===== src/rtl/lsc_pkg.sv =====
// ----------------------------------------------------------------------------
// Line sensor classifier package
// Shared widths, register map, configuration and stage types, and constant
// tables for the seven-sensor line classifier.
// ----------------------------------------------------------------------------
`default_nettype none

package lsc_pkg;

	localparam int SAMPLE_BITS = 12;
	localparam int NUM_SENSORS = 7;
	localparam int THR_BITS    = 12;
	localparam int CNT_BITS    = 3;
	localparam int SUM_BITS    = 4;
	localparam int MAG_BITS    = 3;
	localparam int POS_BITS    = 11;
	localparam int RECIP_SHIFT = 16;
	localparam int RECIP_BITS  = RECIP_SHIFT + 1;
	localparam int NUM_BITS    = MAG_BITS + 8;
	localparam int PROD_BITS   = NUM_BITS + RECIP_BITS;
	localparam int CMP_BITS    = (SAMPLE_BITS > THR_BITS) ? SAMPLE_BITS : THR_BITS;

	localparam int ADDR_BITS = 4;
	localparam int DATA_BITS = 32;

	localparam logic [1:0] REG_THRESHOLD    = 2'd0;
	localparam logic [1:0] REG_JUNCTION_MIN = 2'd1;
	localparam logic [1:0] REG_FINISH_MIN   = 2'd2;

	localparam logic [THR_BITS-1:0] THRESHOLD_RESET    = THR_BITS'(500);
	localparam logic [CNT_BITS-1:0] JUNCTION_MIN_RESET = CNT_BITS'(5);
	localparam logic [CNT_BITS-1:0] FINISH_MIN_RESET   = CNT_BITS'(6);

	localparam logic signed [SUM_BITS-1:0] SENSOR_WEIGHT [NUM_SENSORS] =
		'{-4'sd3, -4'sd2, -4'sd1, 4'sd0, 4'sd1, 4'sd2, 4'sd3};

	typedef logic [NUM_SENSORS-1:0][SAMPLE_BITS-1:0] sample_vec_t;

	typedef struct packed {
		logic [THR_BITS-1:0] threshold;
		logic [CNT_BITS-1:0] junction_min;
		logic [CNT_BITS-1:0] finish_min;
	} cfg_t;

	typedef struct packed {
		logic [CNT_BITS-1:0]        count;
		logic signed [SUM_BITS-1:0] sum;
		logic                       center;
		logic                       edge_hit;
	} tally_t;

	// Reciprocal of the black count, scaled by two to the sixteenth and rounded up,
	// so that the scaled quotient is exact over the whole range of weight sums.
	function automatic logic [RECIP_BITS-1:0] count_recip(input logic [CNT_BITS-1:0] count);
		logic [RECIP_BITS-1:0] r;
		case (count)
			3'd1: r = RECIP_BITS'(65536);
			3'd2: r = RECIP_BITS'(32768);
			3'd3: r = RECIP_BITS'(21846);
			3'd4: r = RECIP_BITS'(16384);
			3'd5: r = RECIP_BITS'(13108);
			3'd6: r = RECIP_BITS'(10923);
			3'd7: r = RECIP_BITS'(9363);
			default: r = '0;
		endcase
		return r;
	endfunction

endpackage

`default_nettype wire


===== src/rtl/lsc_cfg_regs.sv =====
// ----------------------------------------------------------------------------
// Line sensor classifier configuration registers
// Bus register file holding the black threshold and the junction and finish
// minimum counts.
// ----------------------------------------------------------------------------
`default_nettype none

module lsc_cfg_regs (
	input  wire logic                           clk,
	input  wire logic                           arst_n,
	input  wire logic                           psel,
	input  wire logic                           penable,
	input  wire logic                           pwrite,
	input  wire logic [lsc_pkg::ADDR_BITS-1:0]  paddr,
	input  wire logic [lsc_pkg::DATA_BITS-1:0]  pwdata,
	output logic      [lsc_pkg::DATA_BITS-1:0]  prdata,
	output logic                                pready,
	output lsc_pkg::cfg_t                       cfg
);
	import lsc_pkg::*;

	cfg_t       cfg_q;
	logic       wr_en;
	logic [1:0] reg_idx;

	assign pready  = 1'b1;
	assign reg_idx = paddr[3:2];
	assign wr_en   = psel & penable & pwrite & pready;

	always_ff @(posedge clk or negedge arst_n) begin
		if (!arst_n) begin
			cfg_q.threshold    <= THRESHOLD_RESET;
			cfg_q.junction_min <= JUNCTION_MIN_RESET;
			cfg_q.finish_min   <= FINISH_MIN_RESET;
		end else if (wr_en) begin
			case (reg_idx)
				REG_THRESHOLD:    cfg_q.threshold    <= pwdata[THR_BITS-1:0];
				REG_JUNCTION_MIN: cfg_q.junction_min <= pwdata[CNT_BITS-1:0];
				REG_FINISH_MIN:   cfg_q.finish_min   <= pwdata[CNT_BITS-1:0];
				default: ;
			endcase
		end
	end

	always_comb begin
		case (reg_idx)
			REG_THRESHOLD:    prdata = DATA_BITS'(cfg_q.threshold);
			REG_JUNCTION_MIN: prdata = DATA_BITS'(cfg_q.junction_min);
			REG_FINISH_MIN:   prdata = DATA_BITS'(cfg_q.finish_min);
			default:          prdata = '0;
		endcase
	end

	assign cfg = cfg_q;

endmodule

`default_nettype wire


===== src/rtl/lsc_threshold.sv =====
// ----------------------------------------------------------------------------
// Line sensor classifier threshold stage
// First pipeline stage: compares each sample against the black threshold.
// ----------------------------------------------------------------------------
`default_nettype none

module lsc_threshold (
	input  wire logic                              clk,
	input  wire logic                              arst_n,
	input  wire logic                              start,
	input  wire lsc_pkg::sample_vec_t              samples,
	input  wire logic [lsc_pkg::THR_BITS-1:0]      threshold,
	output logic                                   v_s1,
	output logic [lsc_pkg::NUM_SENSORS-1:0]        black_s1
);
	import lsc_pkg::*;

	logic [NUM_SENSORS-1:0] black;

	always_comb begin
		for (int i = 0; i < NUM_SENSORS; i++) begin
			black[i] = CMP_BITS'(samples[i]) < CMP_BITS'(threshold);
		end
	end

	always_ff @(posedge clk or negedge arst_n) begin
		if (!arst_n) begin
			v_s1 <= 1'b0;
		end else begin
			v_s1 <= start;
		end
	end

	always_ff @(posedge clk) begin
		black_s1 <= black;
	end

endmodule

`default_nettype wire


===== src/rtl/lsc_tally.sv =====
// ----------------------------------------------------------------------------
// Line sensor classifier tally stage
// Second pipeline stage: counts black sensors, sums their weights and notes
// whether a centre or an edge sensor sees the line.
// ----------------------------------------------------------------------------
`default_nettype none

module lsc_tally (
	input  wire logic                              clk,
	input  wire logic                              arst_n,
	input  wire logic                              v_s1,
	input  wire logic [lsc_pkg::NUM_SENSORS-1:0]   black_s1,
	output logic                                   v_s2,
	output lsc_pkg::tally_t                        tally_s2
);
	import lsc_pkg::*;

	tally_t tally;

	always_comb begin
		tally.count = '0;
		tally.sum   = '0;
		for (int i = 0; i < NUM_SENSORS; i++) begin
			tally.count = tally.count + CNT_BITS'(black_s1[i]);
			tally.sum   = tally.sum + (black_s1[i] ? SENSOR_WEIGHT[i] : SUM_BITS'(0));
		end
		tally.center   = black_s1[2] | black_s1[3] | black_s1[4];
		tally.edge_hit = black_s1[0] | black_s1[1] | black_s1[5] | black_s1[6];
	end

	always_ff @(posedge clk or negedge arst_n) begin
		if (!arst_n) begin
			v_s2 <= 1'b0;
		end else begin
			v_s2 <= v_s1;
		end
	end

	always_ff @(posedge clk) begin
		tally_s2 <= tally;
	end

endmodule

`default_nettype wire


===== src/rtl/lsc_result.sv =====
// ----------------------------------------------------------------------------
// Line sensor classifier result stage
// Third pipeline stage: forms the flags and the mean weight in signed Q.8,
// dividing by the count through a scaled reciprocal.
// ----------------------------------------------------------------------------
`default_nettype none

module lsc_result (
	input  wire logic                                 clk,
	input  wire logic                                 arst_n,
	input  wire logic                                 v_s2,
	input  wire lsc_pkg::tally_t                      tally_s2,
	input  wire lsc_pkg::cfg_t                        cfg,
	output logic                                      done,
	output logic                                      junction_seen,
	output logic                                      finish_seen,
	output logic                                      line_lost,
	output logic [lsc_pkg::CNT_BITS-1:0]              black_count,
	output logic signed [lsc_pkg::POS_BITS-1:0]       position_error
);
	import lsc_pkg::*;

	logic                  neg;
	logic [MAG_BITS-1:0]   mag;
	logic [NUM_BITS-1:0]   num;
	logic [PROD_BITS-1:0]  prod;
	logic [POS_BITS-1:0]   quot;
	logic [POS_BITS-1:0]   pos;

	always_comb begin
		neg  = tally_s2.sum[SUM_BITS-1];
		mag  = neg ? MAG_BITS'(-tally_s2.sum) : MAG_BITS'(tally_s2.sum);
		num  = {mag, 8'b0};
		prod = PROD_BITS'(num) * PROD_BITS'(count_recip(tally_s2.count));
		quot = prod[RECIP_SHIFT +: POS_BITS];
		pos  = neg ? -quot : quot;
	end

	always_ff @(posedge clk or negedge arst_n) begin
		if (!arst_n) begin
			done <= 1'b0;
		end else begin
			done <= v_s2;
		end
	end

	always_ff @(posedge clk) begin
		junction_seen  <= (tally_s2.count >= cfg.junction_min) & tally_s2.center
			& tally_s2.edge_hit;
		finish_seen    <= tally_s2.count >= cfg.finish_min;
		line_lost      <= tally_s2.count == '0;
		black_count    <= tally_s2.count;
		position_error <= pos;
	end

endmodule

`default_nettype wire


===== src/rtl/line_sensor_classifier_top.sv =====
// ----------------------------------------------------------------------------
// Line sensor classifier
// Classifies one vector of seven reflectance samples per word into junction,
// finish and lost flags, a black count and a weighted-centroid position error.
// ----------------------------------------------------------------------------
// Usage:
//   Present sample_0 .. sample_6 with start high; the word is taken at any
//   rising edge where start is high and busy is low. busy never rises, so a
//   new word can be given every cycle.
//   Each word produces one result word through the v_s1, v_s2 and done registers:
//   done is high for exactly one cycle while junction_seen, finish_seen, line_lost,
//   black_count and position_error hold that result. The pipeline has three
//   register stages (threshold compare, count and weight sum, flags and
//   reciprocal multiply), giving one word per cycle sustained throughput.
//   The receiver cannot hold results off, and none is needed.
//   The bus port holds the black threshold (offset 0x0), the junction minimum
//   count (0x4) and the finish minimum count (0x8). Write it only while no
//   word is in flight.
//   Reset clears the pipeline valid bits and loads the registers with a
//   threshold of 500, a junction minimum of 5 and a finish minimum of 6.
// ----------------------------------------------------------------------------
`default_nettype none

module line_sensor_classifier_top (
	input  wire logic                                 clk,
	input  wire logic                                 arst_n,
	input  wire logic                                 psel,
	input  wire logic                                 penable,
	input  wire logic                                 pwrite,
	input  wire logic [lsc_pkg::ADDR_BITS-1:0]        paddr,
	input  wire logic [lsc_pkg::DATA_BITS-1:0]        pwdata,
	output logic      [lsc_pkg::DATA_BITS-1:0]        prdata,
	output logic                                      pready,
	input  wire logic                                 start,
	output logic                                      busy,
	input  wire logic [lsc_pkg::SAMPLE_BITS-1:0]      sample_0,
	input  wire logic [lsc_pkg::SAMPLE_BITS-1:0]      sample_1,
	input  wire logic [lsc_pkg::SAMPLE_BITS-1:0]      sample_2,
	input  wire logic [lsc_pkg::SAMPLE_BITS-1:0]      sample_3,
	input  wire logic [lsc_pkg::SAMPLE_BITS-1:0]      sample_4,
	input  wire logic [lsc_pkg::SAMPLE_BITS-1:0]      sample_5,
	input  wire logic [lsc_pkg::SAMPLE_BITS-1:0]      sample_6,
	output logic                                      done,
	output logic                                      junction_seen,
	output logic                                      finish_seen,
	output logic                                      line_lost,
	output logic [lsc_pkg::CNT_BITS-1:0]              black_count,
	output logic signed [lsc_pkg::POS_BITS-1:0]       position_error
);
	import lsc_pkg::*;

	cfg_t                   cfg;
	sample_vec_t            samples;
	logic                   v_s1;
	logic [NUM_SENSORS-1:0] black_s1;
	logic                   v_s2;
	tally_t                 tally_s2;

	assign busy = 1'b0;

	assign samples[0] = sample_0;
	assign samples[1] = sample_1;
	assign samples[2] = sample_2;
	assign samples[3] = sample_3;
	assign samples[4] = sample_4;
	assign samples[5] = sample_5;
	assign samples[6] = sample_6;

	lsc_cfg_regs u_cfg_regs (
		.clk     (clk),
		.arst_n  (arst_n),
		.psel    (psel),
		.penable (penable),
		.pwrite  (pwrite),
		.paddr   (paddr),
		.pwdata  (pwdata),
		.prdata  (prdata),
		.pready  (pready),
		.cfg     (cfg)
	);

	lsc_threshold u_threshold (
		.clk       (clk),
		.arst_n    (arst_n),
		.start     (start & ~busy),
		.samples   (samples),
		.threshold (cfg.threshold),
		.v_s1      (v_s1),
		.black_s1  (black_s1)
	);

	lsc_tally u_tally (
		.clk      (clk),
		.arst_n   (arst_n),
		.v_s1     (v_s1),
		.black_s1 (black_s1),
		.v_s2     (v_s2),
		.tally_s2 (tally_s2)
	);

	lsc_result u_result (
		.clk            (clk),
		.arst_n         (arst_n),
		.v_s2           (v_s2),
		.tally_s2       (tally_s2),
		.cfg            (cfg),
		.done           (done),
		.junction_seen  (junction_seen),
		.finish_seen    (finish_seen),
		.line_lost      (line_lost),
		.black_count    (black_count),
		.position_error (position_error)
	);

endmodule

`default_nettype wire


===== config.mk =====
export PLATFORM = sky130hd
export DESIGN_NAME = line_sensor_classifier_top
export DESIGN_NICKNAME = d
export VERILOG_FILES = /design/src/rtl/lsc_pkg.sv /design/src/rtl/lsc_cfg_regs.sv /design/src/rtl/lsc_threshold.sv /design/src/rtl/lsc_tally.sv /design/src/rtl/lsc_result.sv /design/src/rtl/line_sensor_classifier_top.sv
export SDC_FILE = /design/constraint.sdc
export NUM_CORES = 1
export LEC_CHECK = 0
export BUFFER_PORTS_ARGS = -buffer_cell sky130_fd_sc_hd__buf_2
export CORE_AREA = 10 10 121 123
export DETAILED_ROUTE_END_ITERATION = 7
export DIE_AREA = 0 0 131 133
export GPL_TIMING_DRIVEN = 0
export PLACE_DENSITY = 0.72
export RECOVER_POWER = 50
export SYNTH_ARGS = -nofsm -noshare
export SYNTH_HDL_FRONTEND = slang
export SYNTH_SLANG_ARGS = --single-unit

===== constraint.sdc =====
create_clock -name clk -period 9.9 [get_ports clk]
set_input_delay 0.99 -clock clk [delete_from_list [all_inputs] [get_ports clk]]
set_output_delay 0.99 -clock clk [all_outputs]
set_load 0.02 [all_outputs]

==> flow_metrics.tcl <==
set metrics [dict create \
    status "finished clean" \
    final_nets 1017 \
    layout_commonest_cell "buf_2" \
    syn_inst 601 \
    mostFrequentLayoutCells "buf_2 (113), ha_1 (108), inv_1 (63)" \
    drv_slew 0 \
    min_path_type "flip-flop to flip-flop" \
    yosysSeqAreaShare_pct 21.8 \
    grtUsageTotal_pct 16.3 \
    synthToLayoutAreaGrowth_pct 20.0 \
    synth_edf_count 0 \
    wl_per_cell_um 15.4 \
    row_count 41 \
    ys.flop_type "dfxtp_1" \
    clock_latency_ns 0.30 \
    drc_errors 0 \
    endpoint_kind "flip-flop" \
    fillers 1164 \
    cp_data_required_time_ns 10.12 \
    clkSlewWorstSetupHoldPaths_ns 0.07 \
    cts_inserted_buffers 5 \
    die_y_um 133 \
    die_area_um2 17400 \
    cts_tree "built" \
    ant_nets 0 \
    clock_sinks 54 \
    path_max_fanout 9 \
    drt_pass1_iterations 5 \
    fin_crit_ns 6.39 \
    start_kind "flip-flop" \
    max_freq_mhz 156 \
    critical_path_class "flip-flop to flip-flop" \
    synth-warning-count 0 \
    dpl.cell_count 925 \
    first_iter_violations 292 \
    dp_hpwl_um 12100 \
    ff2ff_setup_slack_ns 3.51 \
    grt_pass1_vias 4867 \
    cts_resized 0 \
    fin_setup_tns_ns 0 \
    cts_root_buffer "clkbuf_16" \
    startpoint "u_tally.tally_s2[2]" \
    synth_area_per_cell_um2 9.16 \
    peakVddDrop_v 0.000141 \
    rsz0062_at_grt "false" \
    grt_overflow_total 0 \
    cts_setup_buffers 0 \
    ff2ff_path_depth 22 \
    synth_seq_cells 54 \
    relSlewSlack_pct 28.2 \
    place_congestion 0.878 \
    dp_slack_ns 3.54 \
    grt_max_degree 22 \
    initial_core_util_pct 44.5 \
    postLayoutSetupSlackWorst_ns 3.51 \
    arrival_ns 6.62 \
    finalWirelength_um 14400 \
    via_per_inst 5.15 \
    cts_hold_buf 0 \
    synth.cell_area_um2 5500 \
    port_buffers 132 \
    crit_end "u_result.position_error[8]" \
    pin_count 178 \
    die_x_um 131 \
    reg2reg_to "u_result.position_error[8]" \
    finalSetupViolCount 0 \
    skew_ns 0.00475 \
    layout-drive-gt1-share_pct 21.6 \
    antenna_found_initial 1 \
    final_cells 934 \
    ys_types 59 \
    p_per_area_nw_per_um2 326 \
    tightest_slew_ns 1.08 \
    cts.path.max_buffers 2 \
    drv_cap 0 \
    post-route-period-util_pct 64.6 \
    p_leak_nw 3.56 \
    r2r_start "u_tally.tally_s2[2]" \
    coreArea_um2 12400 \
    num_vias 4811 \
    finalHoldViolCount 0 \
    htree_levels 2 \
    grt_pass1_wl_um 23400 \
    async_flop_share_pct 38.9 \
]
==> final cells by class <==
class	count	area, um2	share of cell area, %
diodes	1	2.50	0.0379
plain buffers	35	221	3.35
clock buffers	5	125	1.89
clock inverters	3	47.5	0.720
inverters	63	236	3.58
multi-input cells	469	3920	59.4
flip-flops and latches	54	1200	18.1
well taps	172	215	3.26
repair buffers	132	637	9.64
==> per-layer routing <==
layer	wire, um	vias up	GRT usage, %	share of wire (%)
met5	0	-	0	0
met4	163	0	3.52	1.1
met3	834	12	3.20	5.8
met2	7310	159	29.2	51
met1	6070	2250	19.4	42
li1	-	2390	-	-
==> state kept, by name, indices dropped and copies added (netlist names) <==
signal,cells
u_cfg_regs.cfg,18
u_result.position_error,11
u_tally.tally_s2,9
u_threshold.black_s1,7
u_result.black_count,3
u_result.done,1
u_result.finish_seen,1
u_result.junction_seen,1
u_result.line_lost,1
u_tally.v_s2,1
u_threshold.v_s1,1
==> through the flow <==
stage / area [um2] / power, mW / utilization (%) / hold slack (ns)
global placement: 6450 / 1.88 / 52.2 / 0.343
CTS: 6630 / 2.17 / 53.6 / 0.364
global route: 6610 / 2.40 / 53.4 / 0.378
finish: 6610 / 2.15 / 53.4 / 0.357
floorplan: 5580 / 1.59 / - / 0.329
detailed placement: 6450 / 1.95 / 52.2 / 0.337
==> cells by family after synthesis <==
group,share of synthesized area (%)
compound gates,19.6
xor+xnor,3.34
fa+ha+maj,32.9
buf+inv,8.32
flops,21.8
mux,1.57
other cells,0.136
simple gates,12.4
==> power breakdown <==
group	switching [mW]	internal, mW	total (mW)
clock	0.0840	0.121	0.205
sequential	0.0501	0.325	0.375
combinational	0.924	0.650	1.57
==> worst min path at each step <==
stage / from / end / cells after the start
2_1_floorplan: u_tally.tally_s2[6] / u_result.black_count[0] / 0
3_3_place_gp: u_threshold.v_s1 / u_tally.v_s2 / 0
3_5_place_dp: u_threshold.v_s1 / u_tally.v_s2 / 0
4_1_cts: u_threshold.v_s1 / u_tally.v_s2 / 0
5_1_grt: u_threshold.v_s1 / u_tally.v_s2 / 0
6_report: u_threshold.v_s1 / u_tally.v_s2 / 0
==> cell usage after synthesis (12+ instances only) <==
| cell | instances | share of area [%] |
|---|---|---|
| a21o_1 | 48 | 6.5 |
| a21oi_1 | 14 | 1.3 |
| buf_4 | 22 | 3.0 |
| dfxtp_1 | 33 | 12 |
| fa_1 | 23 | 8.4 |
| ha_1 | 108 | 25 |
| inv_1 | 63 | 4.3 |
| nand2_1 | 42 | 2.9 |
| nand3_1 | 12 | 1.1 |
| nor2_1 | 26 | 1.8 |
| nor3_1 | 13 | 1.2 |
| o21ai_0 | 34 | 3.1 |
| xnor2_1 | 18 | 2.9 |
==> worst max-delay path, cell delays in order (launching register included) <==
cell and delay, ns:
dfxtp_1 0.31, clkbuf_1 0.31, inv_1 0.17, ha_1 0.22, nand2b_1 0.15, xnor2_1 0.48
nand3_1 0.26, nor2_1 0.37, nor2b_1 0.12, fa_1 0.43, inv_1 0.07, ha_1 0.23
a211oi_1 0.23, nor2_1 0.14, o41ai_1 0.66, or2b_1 0.30, xnor2_1 0.23, ha_1 0.21
o2111ai_1 0.19, or4b_4 0.61, or3b_1 0.39, nand3_2 0.09, xnor2_1 0.11
Note: power is estimated with default switching activity, not from simulation.
